File: config.mk
export PLATFORM = sky130hd
export DESIGN_NAME = dwq_ctrl
export DESIGN_NICKNAME = d
export VERILOG_FILES = /design/src/design/dwq_pkg.sv /design/src/design/dwq_ctrl.sv
export SDC_FILE = /design/constraint.sdc
export NUM_CORES = 1
export LEC_CHECK = 0
export ABC_AREA = 1
export BUFFER_PORTS_ARGS = -buffer_cell sky130_fd_sc_hd__buf_4
export CAP_MARGIN = 40
export CORE_ASPECT_RATIO = 0.7
export CORE_MARGIN = 2
export CORE_UTILIZATION = 54
export CTS_CLUSTER_SIZE = 10
export DETAILED_ROUTE_END_ITERATION = 8
export PLACE_DENSITY = 0.81
export RECOVER_POWER = 25
export SLEW_MARGIN = 40
export SYNTH_ARGS = -nofsm -noshare
export SYNTH_HDL_FRONTEND = slang
export SYNTH_SLANG_ARGS = --single-unit
export TNS_END_PERCENT = 100
File: constraint.sdc
create_clock -name clk_i -period 4.95 [get_ports clk_i]
set_clock_uncertainty 0.2 [all_clocks]
set_input_delay 0.7425 -clock clk_i [delete_from_list [all_inputs] [get_ports clk_i]]
set_output_delay 0.7425 -clock clk_i [all_outputs]
set_load 0.005 [all_outputs]
File: src/design/dwq_pkg.sv
`timescale 1ns / 1ps
// Package for the deduplicating work queue.
// Holds the request and response types, status codes and fixed field widths.
package dwq_pkg;

  localparam int unsigned COORD_BITS = 16;
  localparam int unsigned PAIR_BITS  = 2 * COORD_BITS;
  localparam int unsigned OCC_W      = 10;

  typedef enum logic {
    FUNC_PUSH = 1'b0,
    FUNC_POP  = 1'b1
  } func_e;

  typedef enum logic [2:0] {
    ST_QUEUED    = 3'd0,
    ST_DUPLICATE = 3'd1,
    ST_FULL      = 3'd2,
    ST_POPPED    = 3'd3,
    ST_EMPTY     = 3'd4
  } status_e;

  typedef struct packed {
    func_e                         func;
    logic signed [COORD_BITS-1:0]  coord_x;
    logic signed [COORD_BITS-1:0]  coord_z;
  } in_req_t;

  typedef struct packed {
    status_e                       status;
    logic signed [COORD_BITS-1:0]  out_x;
    logic signed [COORD_BITS-1:0]  out_z;
    logic        [OCC_W-1:0]       occupancy;
  } out_rsp_t;

endpackage

File: src/design/dwq_ctrl.sv
`timescale 1ns / 1ps
// Sequencer of the work queue: head and count registers, the duplicate scan
// with its shared pair comparator, and result forming. Uses dwq_pkg.
module dwq_ctrl #(
  parameter int unsigned QUEUE_DEPTH = 512,
  localparam int unsigned IDX_W = $clog2(QUEUE_DEPTH),
  localparam int unsigned CNT_W = $clog2(QUEUE_DEPTH + 1)
) (
  input  logic                     clk_i,
  input  logic                     rst_ni,
  input  logic                     in_valid_i,
  output logic                     in_stall_o,
  input  dwq_pkg::in_req_t         in_req_i,
  input  logic                     res_ready_i,
  output logic                     res_valid_o,
  output dwq_pkg::out_rsp_t        res_o,
  output logic                     mem_we_o,
  output logic [IDX_W-1:0]         mem_waddr_o,
  output logic [dwq_pkg::PAIR_BITS-1:0] mem_wdata_o,
  output logic [IDX_W-1:0]         mem_raddr_o,
  input  logic [dwq_pkg::PAIR_BITS-1:0] mem_rdata_i
);
  import dwq_pkg::*;

  typedef enum logic [3:0] {
    S_IDLE = 4'b0001,
    S_SCAN = 4'b0010,
    S_POP  = 4'b0100,
    S_DONE = 4'b1000
  } state_e;

  function automatic logic [IDX_W-1:0] wrap_add(logic [IDX_W-1:0] base,
                                                logic [CNT_W-1:0] off);
    logic [IDX_W+1:0] sum;
    sum = (IDX_W+2)'(base) + (IDX_W+2)'(off);
    if (sum >= (IDX_W+2)'(QUEUE_DEPTH)) begin
      sum = sum - (IDX_W+2)'(QUEUE_DEPTH);
    end
    return sum[IDX_W-1:0];
  endfunction

  state_e                       state_q, state_d;
  logic [IDX_W-1:0]             head_q, head_d;
  logic [CNT_W-1:0]             count_q, count_d;
  logic [CNT_W-1:0]             idx_q, idx_d;
  logic                         rd_vld_q, rd_vld_d;
  logic signed [COORD_BITS-1:0] x_q, x_d;
  logic signed [COORD_BITS-1:0] z_q, z_d;
  out_rsp_t                     res_q, res_d;
  logic                         match;

  assign match = rd_vld_q && (mem_rdata_i == {x_q, z_q});

  always_comb begin
    state_d     = state_q;
    head_d      = head_q;
    count_d     = count_q;
    idx_d       = idx_q;
    rd_vld_d    = rd_vld_q;
    x_d         = x_q;
    z_d         = z_q;
    res_d       = res_q;
    mem_we_o    = 1'b0;
    mem_raddr_o = wrap_add(head_q, idx_q);
    case (state_q)
      S_IDLE: begin
        if (in_valid_i) begin
          x_d      = in_req_i.coord_x;
          z_d      = in_req_i.coord_z;
          idx_d    = '0;
          rd_vld_d = 1'b0;
          if (in_req_i.func == FUNC_POP) begin
            mem_raddr_o = head_q;
            if (count_q == '0) begin
              res_d   = '{ST_EMPTY, '0, '0, OCC_W'(count_q)};
              state_d = S_DONE;
            end else begin
              state_d = S_POP;
            end
          end else begin
            state_d = S_SCAN;
          end
        end
      end
      S_SCAN: begin
        if (match) begin
          res_d   = '{ST_DUPLICATE, '0, '0, OCC_W'(count_q)};
          state_d = S_DONE;
        end else if (idx_q != count_q) begin
          rd_vld_d = 1'b1;
          idx_d    = idx_q + CNT_W'(1);
        end else if (rd_vld_q) begin
          rd_vld_d = 1'b0;
        end else begin
          if (count_q == CNT_W'(QUEUE_DEPTH)) begin
            res_d = '{ST_FULL, x_q, z_q, OCC_W'(count_q)};
          end else begin
            mem_we_o = 1'b1;
            count_d  = count_q + CNT_W'(1);
            res_d    = '{ST_QUEUED, '0, '0, OCC_W'(count_q + CNT_W'(1))};
          end
          state_d = S_DONE;
        end
      end
      S_POP: begin
        head_d  = wrap_add(head_q, CNT_W'(1));
        count_d = count_q - CNT_W'(1);
        res_d   = '{ST_POPPED, mem_rdata_i[PAIR_BITS-1:COORD_BITS],
                    mem_rdata_i[COORD_BITS-1:0], OCC_W'(count_q - CNT_W'(1))};
        state_d = S_DONE;
      end
      S_DONE: begin
        if (res_ready_i) begin
          state_d = S_IDLE;
        end
      end
      default: begin
        state_d = S_IDLE;
      end
    endcase
  end

  always_ff @(posedge clk_i or negedge rst_ni) begin
    if (!rst_ni) begin
      state_q  <= S_IDLE;
      head_q   <= '0;
      count_q  <= '0;
      idx_q    <= '0;
      rd_vld_q <= 1'b0;
    end else begin
      state_q  <= state_d;
      head_q   <= head_d;
      count_q  <= count_d;
      idx_q    <= idx_d;
      rd_vld_q <= rd_vld_d;
    end
  end

  always_ff @(posedge clk_i) begin
    x_q   <= x_d;
    z_q   <= z_d;
    res_q <= res_d;
  end

  assign in_stall_o  = (state_q != S_IDLE);
  assign res_valid_o = (state_q == S_DONE);
  assign res_o       = res_q;
  assign mem_waddr_o = wrap_add(head_q, count_q);
  assign mem_wdata_o = {x_q, z_q};

endmodule

* Yosys cells after proc, flatten, opt, wreduce, memory -nomap -nowiden
Index checks and enable logic that the tools add are counted.
** Cells by class
- Order comparisons :: 3
- Reduce and logical (&&, ||, !) cells :: 11
- Add/subtract/negate cells :: 9
- Muxes and demuxes :: 40
- Equality and inequality tests :: 19
** Operator list (number)
- $mux 45 :: 6
- $pmux 45 s3 :: 1
- $mux 10 :: 7
- $mux 9 :: 6
- $mux 44 :: 1
- $pmux 10 s2 :: 2
- $eq 32x32->1 :: 1
- $mux 4 :: 7
- $sub 9x1->9 const B :: 3
- $add 9x10->11 :: 2
- $ge 11x10->1 const B :: 2
- $add 10x1->10 const B :: 2
- $ne 2x2->1 const B :: 9
- $pmux 4 s4 :: 1
- $add 9x1->10 const B :: 1
- $eq 10x10->1 const B :: 1
- $ge 10x10->1 const B :: 1
- $logic_not 10->1 :: 1
- $ne 10x10->1 :: 1
- $sub 10x1->10 const B :: 1
- $mux 1 :: 8
- $reduce_and 4->1 :: 2
- $ne 3x3->1 const B :: 2
- $reduce_and 6->1 :: 1
- other kinds (12) :: 13
** Word-level totals
- Output and inout port bits :: 98
- Input port bits :: 69
- Bits in registers :: 111

* Depth between registers and ports, before layout
Gate-level depths: netlist (run 1).
- Word-level depth :: 6
- Gate-level depth with buffers :: 13
- Gate-level depth less buffers :: 12

* Worst setup path before layout (run 1)
OpenSTA, ideal clock, no wires.
- Kind :: input -> register
- From :: in mem_rdata_i[0] (netlist name)
- To :: reg res_q (netlist bit res_o[0]), enable pin
- Buffers on the path :: 1
- Path slack :: 0.620 ns
- Setup time :: 0.447 ns
- Data arrival time :: 3.683 ns
- Stages on the path :: 10
- Cells stage by stage :: xnor2_1 -> nand2_1 -> nor2_1 -> nand2_1 -> nor2_2 -> nand3_1 -> buf_2 -> nand2_1 -> inv_1 -> nor2_1
** Between the ends
- Longest elaborated chain between the ends :: 4
- Elaborated cells on any way between the ends :: 5
** Ends and longest elaborated chain
- start, declared :: RTL line dwq_ctrl.sv:21 : input logic [dwq_pkg::PAIR_BITS-1:0] mem_rdata_i
- $eq 32x32->1 * :: RTL line dwq_ctrl.sv:52 : assign match = rd_vld_q && (mem_rdata_i == {x_q, z_q});
- $logic_and 1x1->1 * :: RTL line dwq_ctrl.sv:52
- $ne 3x3->1 (no line)
- $reduce_and 6->1 (no line) *
- end signal, assigned :: RTL line dwq_ctrl.sv:142 : res_q <= res_d;
- end, declared :: RTL line dwq_ctrl.sv:49 : out_rsp_t res_q, res_d;
Mark *: on every way between the ends. The rest lies on a longest branch, timed or not.
A chain may end at the register's enable or synchronous reset.

* Worst setup path after layout (run 1)
- From :: reg state_q[0]
- To :: reg res_q (netlist bit res_o[8]), enable pin
** Between the ends
- Longest elaborated chain between the ends :: 3
- Elaborated cells on any way between the ends :: 10
** Ends and longest elaborated chain
- start, declared :: RTL line dwq_ctrl.sv:42 : state_e state_q, state_d;
- start signal, assigned :: RTL line dwq_ctrl.sv:131 : state_q <= state_d;
- $eq 4x2->1 (tied with other cells) :: RTL line dwq_ctrl.sv:65 : case (state_q)
- $ne 3x3->1 (no line) (tied with other cells)
- $reduce_and 6->1 (no line) *
Marks and branches as above.

==> run summary, run 1 <==
outcome -> finished, violations left
failing checks -> capacitance limit, slew limit
H-Tree Depth -> 3
LEAKAGE -> 3.92 nW
# setup viols final -> 0
Simple-Gate Fraction of Synth Area -> 24.3%
CTS resizes -> 0
clock buffer depth -> 2
final worst slack -> 1.53 ns
fin crit share -> 69.1%
Worst slew margin -> -28.0%
post-synthesis xor/xnor area fraction -> 8.44%
Pre-Repair DR Iteration Count -> 6
row count -> 33
post-DR wirelength/cell -> 15.8 um
ys async rst share -> 30.6%
Pwr Total -> 4.02 mW
Worst Hold Class -> register to register
Buf/Inv on CP -> 4
largest net degree at the start of global routing -> 46
min cycle time layout -> 3.42 ns
ys flop type -> edfxtp_1
Worst-Skew Late Latency -> 0.35 ns
Final ANT Viol Nets -> 0
# Post-CTS Setup Buffers -> 0
Synth-to-Final Area Change -> 25.7%
clock share of power -> 16.9%
sw frac -> 39.7%
Vias/cell -> 5.39
critical path capture point type -> register
die area -> 13000 um^2
CP delay by family, top -> buffers and inverters
WS Path Type -> register to register
netlist area before placement -> 6540 um^2
die span in x -> 136 um
Post-synth EDFFs -> 77
element type at the critical path start -> register
final hold vios -> 0
sequential power share -> 40.2%
final number of max-transition violations -> 35
crit path max-delay cell type -> dfstp_1
Post-Syn Area per Cell -> 8.56 um^2
CP max stage delay -> 0.61 ns
post-DP HPWL -> 12.7 mm
number of global-route vias before repair -> 5388
RD Place Congestion -> 0.948
Post-Syn Nets -> 855
combinational cell fraction of total power -> 42.9%
hold depth -> 2
Hold EP -> idx_q[9]$_DFFE_PN0P_
CTS tree -> done
io pins -> 167
placed insts -> 1070
Post-Synth Adder-Cell Area -> 4.44%
largest family of logic cells by synthesized area -> simple AND/OR/NAND/NOR gates
Worst Path Arrival -> 3.26 ns
fin area -> 8220 um^2
# nets final -> 1015
P_sw -> 1.59 mW
initial antenna violation count -> 0
fmax -> 292 MHz
CP max FO -> 45
CTS Buf Count -> 9
crit-path most repeated cell -> buf_4
clk sinks -> 111
n_diodes -> 0
Pwr per Cell Area -> 489 nW/um^2
Port Buf Inserts -> 166
flop-to-flop setup slack -> 1.53 ns
synthesized instance count -> 764
post-synthesis compound-gate area fraction -> 7.43%
Int Pwr -> 2.42 mW
CTS clk-pin slew, worst paths -> 0.07 ns
multiplexer share of the synthesized area -> 0.172%
Reg2Reg Capture Point -> res_o[8]$_DFFE_PP_
Crit path required time -> 4.79 ns
total global routing overflow -> 0
dpl ws -> 1.33 ns
total wire length -> 17.1 mm
RSZ-0062 raised after global routing -> false
Clock Tree Root -> clkbuf_16
CP cell instances -> inv_1, nand4_1, buf_4, clkinv_2, nor2_1, o21ai_0, nand3_1, nor2_4, buf_4
sequential fraction of the synthesis area -> 48.4%
Non-Filler Instances -> 1086
# Max-Cap Violations -> 1
Max VDD drop -> 0.338 mV
DRC violations left -> 0
initial drt markers -> 569
vias after detailed routing -> 5851
Worst-Margin Slew -> 1.92 ns
Synth Register Bits -> 111
core area -> 11800 um^2
global-route usage over all layers -> 26.4%
fraction of layout instances using a drive strength above 1 -> 22.0%
first-pass GRT wire length -> 26.6 mm
setup TNS -> 0 ns
initial core utilization -> 55.6%
DP Area -> 7950 um^2
Die Ht -> 96.1 um
RR Startpoint -> state_q[0]$_DFFE_PN1P_
R2R depth -> 9
Hold Path Origin -> idx_q[9]$_DFFE_PN0P_
synth warn -> 0
Post-CTS Hold Fix Bufs -> 0
Synth cell types -> 37
[stage by stage]
stage | hold WS [ns] | util (%)
global placement | 0.326 | 67.3
detailed placement | 0.328 | 67.6
floorplan | 0.247 | -
global route | 0.372 | 69.8
CTS | 0.140 | 69.9
finish | 0.347 | 69.8
[Yosys cell counts, drive strengths merged, types with 10 or more instances]
master	instances	area, um^2
xnor2	32	280
xor2	31	272
a21oi	22	110
nand2	213	800
dfrtp	33	826
nor2	58	243
clkbuf	11	42.5
inv	93	352
ha	20	250
buf	10	50.1
nor3	15	108
nand3	43	225
nand4	29	181
o21ai	61	320
edfxtp	77	2310
[power groups by stage]
stage	Clock (mW)	Combinational (mW)	Sequential [mW]
6_report	0.678	1.72	1.62
5_1_grt	0.720	1.91	1.65
4_1_cts	0.685	1.73	1.61
3_5_place_dp	0	1.72	1.63
3_3_place_gp	0	1.66	1.62
2_1_floorplan	0	0.979	1.56
[layout by cell type, fill, tap and decap left out, types with 32 or more instances in the layout]
master | netlist | layout
o21ai_0 | 58 | 58
inv_1 | 89 | 89
nand2_1 | 213 | 213
edfxtp_1 | 77 | 77
nor2_1 | 52 | 50
xnor2_1 | 32 | 32
clkbuf_4 | 0 | 39
nand3_1 | 41 | 41
dfrtp_1 | 33 | 33
buf_4 | 0 | 127
[worst max-delay path by stage]
stage	end	slack, ns	depth (start not counted)	from
after floorplan	res_o[0]$_DFFE_PP_	0.62	10	mem_rdata_i[0]
after global placement	res_o[19]$_DFFE_PP_	1.36	11	mem_rdata_i[10]
after detailed placement	res_o[19]$_DFFE_PP_	1.33	11	mem_rdata_i[10]
after CTS	mem_we_o	1.61	9	count_q[0]$_DFFE_PN0P_
after global routing	mem_raddr_o[8]	1.31	8	state_q[0]$_DFFE_PN1P_
final	res_o[8]$_DFFE_PP_	1.53	9	state_q[0]$_DFFE_PN1P_
[flip-flops by register name, summed over array words and instances, names as in the netlist]
| name | count |
|---|---|
| z_q | 16 |
| count_q | 10 |
| x_q | 16 |
| head_q | 9 |
| idx_q | 10 |
| res_o | 45 |
| rd_vld_q | 1 |
| state_q | 4 |
[cell type report]
| cell class | instances | area (um^2) |
|---|---|---|
| well taps | 157 | 196 |
| inverters | 93 | 353 |
| clock inverters | 6 | 46.3 |
| repair buffers | 170 | 1280 |
| multi-input cells | 539 | 2940 |
| clock buffers | 10 | 229 |
| flip-flops and latches | 111 | 3160 |
| fillers | 915 | 3550 |
[cell families after synthesis]
logic type | after synthesis
AOI/OAI and AO/OA | 90
xor gates and xnor gates | 63
adders and majority gates | 22
buffers and inverters | 114
DFF | 111
muxes | 1
and+or+nand+nor | 363
[worst reg2reg max path: cells and delay by family (launching register included)]
kind	cells	cell delay [ns]
and+or+nand+nor	4	0.84
DFF	1	0.61
AOI/OAI and AO/OA	1	0.16
buffers and inverters	4	1.26
[metal layers]
metal  global-route usage (%)  part of all wire [%]
met3                     7.42                   9.4
met2                     41.6                    46
met5                        0                     0
met4                     6.42                   1.8
met1                     36.5                    42
Note: power is estimated with default switching activity, not from simulation.
==> run 2: changes to the inputs <==
- clock period: 4.95 -> 3.6 ns (I/O delays scaled with it)
==> run 2 against run 1 <==
- the run still ends with capacitance limit, slew limit left
- setup slack lost 1.1 ns
- utilization grew 0.32 points
- final cell count grew 0.46%
- die area is the same
- global-route usage is essentially flat
- design area grew 0.46%
- non-clock buffer count grew 6
- largest power group unchanged
==> run summary, run 2 (synthesis gave the netlist of run 1 again) <==
clock buffer depth -> 2 (unchanged)
core area -> 11800 um^2 (unchanged)
critical path capture point type -> output pin
min cycle time layout -> 3.13 ns
multi-input logic area -> 2940 um^2 (unchanged)
Vias/cell -> 5.32 (-1.3%)
Hold EP -> x_q[11]$_DFFE_PP_
Final ANT Viol Nets -> 0 (unchanged)
Clock Tree Root -> clkbuf_16
most frequent cells in the layout -> nand2_1 (213), buf_4 (128), inv_1 (89)
fmax -> 320 MHz
Worst slew margin -> -22.2% (+5.8 points)
Pre-Repair DR Iteration Count -> 6 (unchanged)
post-DR wirelength/cell -> 15.5 um (-1.6%)
Worst Path Arrival -> 2.39 ns (-0.87 ns)
hold depth -> 1 (-1)
die area -> 13000 um^2 (unchanged)
dpl ws -> 0.701 ns (-0.626 ns)
number of global-route vias before repair -> 5243 (-2.7%)
io pins -> 167 (unchanged)
Die Ht -> 96.1 um (unchanged)
Reg2Reg Capture Point -> res_o[3]$_DFFE_PP_
LEAKAGE -> 3.95 nW (+0.70%)
commonest non-fill, non-tap cell in the layout -> nand2_1
Fill cells -> 914 (-0.11%)
max reg flops -> 45 (unchanged)
Pwr Total -> 5.56 mW (+39%)
# Post-CTS Setup Buffers -> 0 (unchanged)
CP max FO -> 17 (-62%)
# setup viols final -> 0 (unchanged)
Port Buf Inserts -> 166 (unchanged)
clk sinks -> 111 (unchanged)
global-route usage over all layers -> 26.4% (about the same)
initial antenna violation count -> 0 (unchanged)
RR Startpoint -> count_q[0]$_DFFE_PN0P_
initial drt markers -> 678 (+19%)
Max VDD drop -> 0.336 mV (-0.60%)
first-pass GRT wire length -> 26.6 mm (-0.11%)
setup TNS -> 0 ns (unchanged)
die span in x -> 136 um (unchanged)
fin crit share -> 86.9%
n_diodes -> 0 (unchanged)
DP Area -> 7980 um^2 (+0.38%)
CTS Buf Count -> 9 (unchanged)
CTS resizes -> 0 (unchanged)
failing checks -> capacitance limit, slew limit
# Max-Cap Violations -> 1 (unchanged)
WS Path Type -> register to output pin
row count -> 33 (unchanged)
final hold vios -> 0 (unchanged)
total global routing overflow -> 0 (unchanged)
post-DP HPWL -> 12.9 mm (+1.3%)
H-Tree Depth -> 3 (unchanged)
initial core utilization -> 55.6% (unchanged)
crit path max-delay cell type -> dfstp_2
Reg area -> 3160 um^2 (unchanged)
Worst Hold Class -> primary input to register
element type at the critical path start -> register
fin area -> 8260 um^2 (+0.46%)
fraction of layout instances using a drive strength above 1 -> 22.4% (+0.42 points)
largest net degree at the start of global routing -> 35 (-24%)
RSZ-0062 raised after global routing -> false
# nets final -> 1021 (+0.59%)
DRC violations left -> 0 (unchanged)
Pwr per Cell Area -> 674 nW/um^2 (+38%)
Synth-to-Final Area Change -> 26.3%
CP max stage delay -> 0.58 ns (-0.03 ns)
final number of max-transition violations -> 35 (unchanged)
Crit path required time -> 2.86 ns (-1.93 ns)
RD Place Congestion -> 0.963 (+1.6%)
CTS clk-pin slew, worst paths -> 0.08 ns (about the same)
Worst-Skew Late Latency -> 0.35 ns (about the same)
final worst slack -> 0.471 ns (-1.06 ns)
vias after detailed routing -> 5800 (-0.87%)
outcome -> finished, violations left
CP cell instances -> inv_1, nor3_1, nand2_1, inv_1, nand2_1, mux2_2, buf_4
total wire length -> 16.9 mm (-1.2%)
Worst-Margin Slew -> 1.83 ns (-0.0868 ns)
flop-to-flop setup slack -> 0.68 ns (-0.85 ns)
Hold Path Origin -> in_req_i[27]
CTS tree -> done
R2R depth -> 11 (+2)
## run 2: cell type report
cell class,count,area share (%)
sequential,111,38.3
clock buffer,10,2.77
inverter,93,4.26
clock inverter,5,0.500
multi-input combinational,539,35.7
tap,157,2.38
timing repair buffer,176,16.1
## run 2: repair_timing
action	CTS	global route
setup endpoints to repair	0	0
endpoints found under the hold margin	33	0
hold buffers	1	0
## run 2: metal layers
metal / GRT usage, % / vias to the layer above / wire length [um]
met5: 0 / - / 0
li1: - / 2851 / -
met1: 38.6 / 2681 / 7550
met2: 39.8 / 238 / 7660
met4: 6.51 / 0 / 326
met3: 6.32 / 30 / 1400
## run 2: worst max-delay path by stage
stage | start | to | cells after the start
global placement | mem_rdata_i[24] | res_o[1]$_DFFE_PP_ | 11
finish | state_q[0]$_DFFE_PN1P_ | mem_raddr_o[1] | 7
detailed placement | mem_rdata_i[24] | res_o[18]$_DFFE_PP_ | 11
CTS | state_q[0]$_DFFE_PN1P_ | mem_raddr_o[1] | 7
floorplan | mem_rdata_i[0] | res_o[0]$_DFFE_PP_ | 10
global route | count_q[0]$_DFFE_PN0P_ | mem_we_o | 9
## run 2: report_power, final
part | internal [mW] | switching [mW]
Clock | 0.474 | 0.462
Sequential | 1.87 | 0.317
Combinational | 1.02 | 1.42
## run 2: metrics by stage
step,instances,hold slack (ns),utilization [%]
after floorplan,764,0.0444,-
after global placement,1075,0.313,67.8
after detailed placement,1075,0.314,67.8
after CTS,1091,0.150,70.2
after global routing,1091,0.171,70.2
final,1091,0.181,70.2
## run 2: critical path: cells and delay by family (launching register included)
family / cells / cell delay (ns)
AND/OR/NAND/NOR: 3 / 0.74
flip-flops: 1 / 0.58
multiplexers: 1 / 0.42
buffers and inverters: 3 / 0.30
==> run 3: changes to the inputs <==
- CORE_ASPECT_RATIO: 0.7 -> 2
- TNS_END_PERCENT: 100 -> unset
==> run 3 against run 2 <==
- sequential share of layout area is 0.11 points higher
- critical path depth did not move
- sequential power about the same
- clock power grew 4.9%
- first-iteration DRC count fell by 13%
- the flow still finishes with violations (capacitance limit, slew limit)
- sequential cell count did not move
- largest power group unchanged
- global-route usage increased by 2.3 points
- utilization is 0.22 points lower
- routed wire length grew 6.6%
- combinational power down 2%
- power rose by 0.82%
- critical path type unchanged
==> run summary, run 3 (synthesis gave the netlist of run 1 again) <==
outcome -> finished, violations left
failing checks -> capacitance limit, slew limit
Final ANT Viol Nets -> 0 (unchanged)
RR Startpoint -> count_q[0]$_DFFE_PN0P_
row count -> 56 (+70%)
RD Place Congestion -> 0.989 (+2.7%)
fin crit share -> 89.4% (+2.4 points)
# Max-Cap Violations -> 1 (unchanged)
Hold EP -> z_q[2]$_DFFE_PP_
RSZ-0062 raised after global routing -> false
Max VDD drop -> 0.554 mV (+65%)
commonest non-fill, non-tap cell in the layout -> nand2_1
Int Pwr -> 3.35 mW (-0.29%)
Die Ht -> 160 um (+66%)
largest net degree at the start of global routing -> 46 (+31%)
Vias/cell -> 5.47 (+2.9%)
die area -> 13100 um^2 (+0.30%)
Port Buf Inserts -> 166 (unchanged)
Worst slew margin -> -27.7% (-5.5 points)
global-route usage over all layers -> 28.6% (+2.3 points)
n_diodes -> 0 (unchanged)
Synth-to-Final Area Change -> 25.9%
CP cell instances -> inv_1, nor3_1, nand2_1, inv_1, nand2_1, mux2_2, buf_4
critical path capture point type -> output pin
most frequent cells in the layout -> nand2_1 (213), buf_4 (124), inv_1 (89)
H-Tree Depth -> 3 (unchanged)
CTS Buf Count -> 9 (unchanged)
setup TNS -> 0 ns (unchanged)
Worst Path Arrival -> 2.48 ns (+0.09 ns)
Buf/Inv on CP -> 3 (unchanged)
R2R depth -> 11 (unchanged)
Worst Hold Class -> primary input to register
post-DP HPWL -> 13.6 mm (+5.8%)
Fill cells -> 940 (+2.8%)
CP max stage delay -> 0.60 ns (+0.02 ns)
clock buffer depth -> 2 (unchanged)
# setup viols final -> 0 (unchanged)
Clock Tree Root -> clkbuf_16
DRC violations left -> 0 (unchanged)
final number of max-transition violations -> 35 (unchanged)
sequential power share -> 39.6% (+0.3 points)
flop-to-flop setup slack -> 0.83 ns (+0.15 ns)
P_sw -> 2.26 mW (+2.5%)
hold depth -> 1 (unchanged)
max reg flops -> 45 (unchanged)
io pins -> 167 (unchanged)
CTS clk-pin slew, worst paths -> 0.08 ns (about the same)
total global routing overflow -> 0 (unchanged)
initial drt markers -> 591 (-13%)
WS Path Type -> register to output pin
clock share of power -> 17.5% (+0.7 points)
initial antenna violation count -> 0 (unchanged)
Hold Path Origin -> in_req_i[2]
CP delay by family, top -> simple AND/OR/NAND/NOR gates
core area -> 11800 um^2 (about the same)
CP max FO -> 17 (unchanged)
# nets final -> 1018 (-0.29%)
element type at the critical path start -> register
Worst-Margin Slew -> 1.92 ns (+0.0828 ns)
fraction of layout instances using a drive strength above 1 -> 21.6% (-0.81 points)
fmax -> 311 MHz (-2.7%)
Pwr per Cell Area -> 681 nW/um^2 (+1.1%)
crit path max-delay cell type -> dfstp_1
Reg2Reg Capture Point -> res_o[20]$_DFFE_PP_
clk sinks -> 111 (unchanged)
number of global-route vias before repair -> 5985 (+14%)
LEAKAGE -> 3.93 nW (-0.50%)
# Post-CTS Setup Buffers -> 0 (unchanged)
sw frac -> 40.3% (+0.67 points)
CTS tree -> done
Worst-Skew Late Latency -> 0.36 ns (about the same)
final hold vios -> 0 (unchanged)
post-DR wirelength/cell -> 16.8 um (+8.0%)
die span in x -> 81.8 um (-40%)
vias after detailed routing -> 5891 (+1.6%)
combinational cell fraction of total power -> 42.9% (-1.0 points)
first-pass GRT wire length -> 28.6 mm (+7.6%)
Crit path required time -> 2.86 ns (about the same)
Pre-Repair DR Iteration Count -> 6 (unchanged)
min cycle time layout -> 3.22 ns (+0.0882 ns)
initial core utilization -> 55.5% (about the same)
total wire length -> 18.1 mm (+6.6%)
hold slack -> 0.174 ns (-0.00712 ns)
==> run 3: worst max-delay path by stage <==
| stage | from | endpoint | slack (ns) | depth (start not counted) |
|---|---|---|---|---|
| 6_report | state_q[0]$_DFFE_PN1P_ | mem_raddr_o[1] | 0.38 | 7 |
| 5_1_grt | state_q[0]$_DFFE_PN1P_ | mem_raddr_o[7] | 0.20 | 8 |
| 4_1_cts | state_q[0]$_DFFE_PN1P_ | mem_raddr_o[1] | 0.43 | 7 |
| 3_5_place_dp | mem_rdata_i[11] | res_o[5]$_DFFE_PP_ | 0.77 | 11 |
| 3_3_place_gp | mem_rdata_i[11] | res_o[3]$_DFFE_PP_ | 0.79 | 11 |
| 2_1_floorplan | mem_rdata_i[0] | res_o[0]$_DFFE_PP_ | 0.21 | 10 |
==> run 3: power by group through the flow <==
stage          clock, mW  combinational (mW)  sequential [mW]
6_report           0.983                2.40             2.22
5_1_grt             1.04                2.67             2.26
4_1_cts            0.997                2.43             2.22
3_5_place_dp           0                2.42             2.25
3_3_place_gp           0                2.35             2.24
2_1_floorplan          0                1.35             2.14
==> run 3: layout make-up <==
| cell class | instances | area [um^2] | area share [%] |
|---|---|---|---|
| multi-input combinational | 539 | 2940 | 35.8 |
| clock inverter | 7 | 61.3 | 0.745 |
| sequential | 111 | 3160 | 38.4 |
| inverter | 93 | 352 | 4.27 |
| clock buffer | 9 | 225 | 2.74 |
| tap | 145 | 181 | 2.20 |
| timing repair buffer | 173 | 1300 | 15.8 |
==> run 3: routing by layer <==
layer	GRT usage (%)	part of all wire [%]	vias up
met5	0	0	-
met4	17.7	6.3	0
met3	5.73	5.7	75
met2	52.7	55	260
met1	27.5	33	2709
li1	-	-	2847
==> run 3: stage by stage <==
step	util, %	area, um^2	power, mW	worst slack [ns]	std cells
after global routing	69.9	8230	5.97	0.197	1077
after global placement	67.4	7940	4.58	0.795	1059
after CTS	70.2	8260	5.65	0.428	1077
final	69.9	8230	5.61	0.382	1077
after floorplan	-	6540	3.49	0.212	764
after detailed placement	67.7	7970	4.66	0.766	1060
==> run 3: what timing repair did <==
action                                 4_1_cts  5_1_grt
hold buffers                                 1        0
endpoints found under the hold margin       33        0
gates resized for setup                      0        0
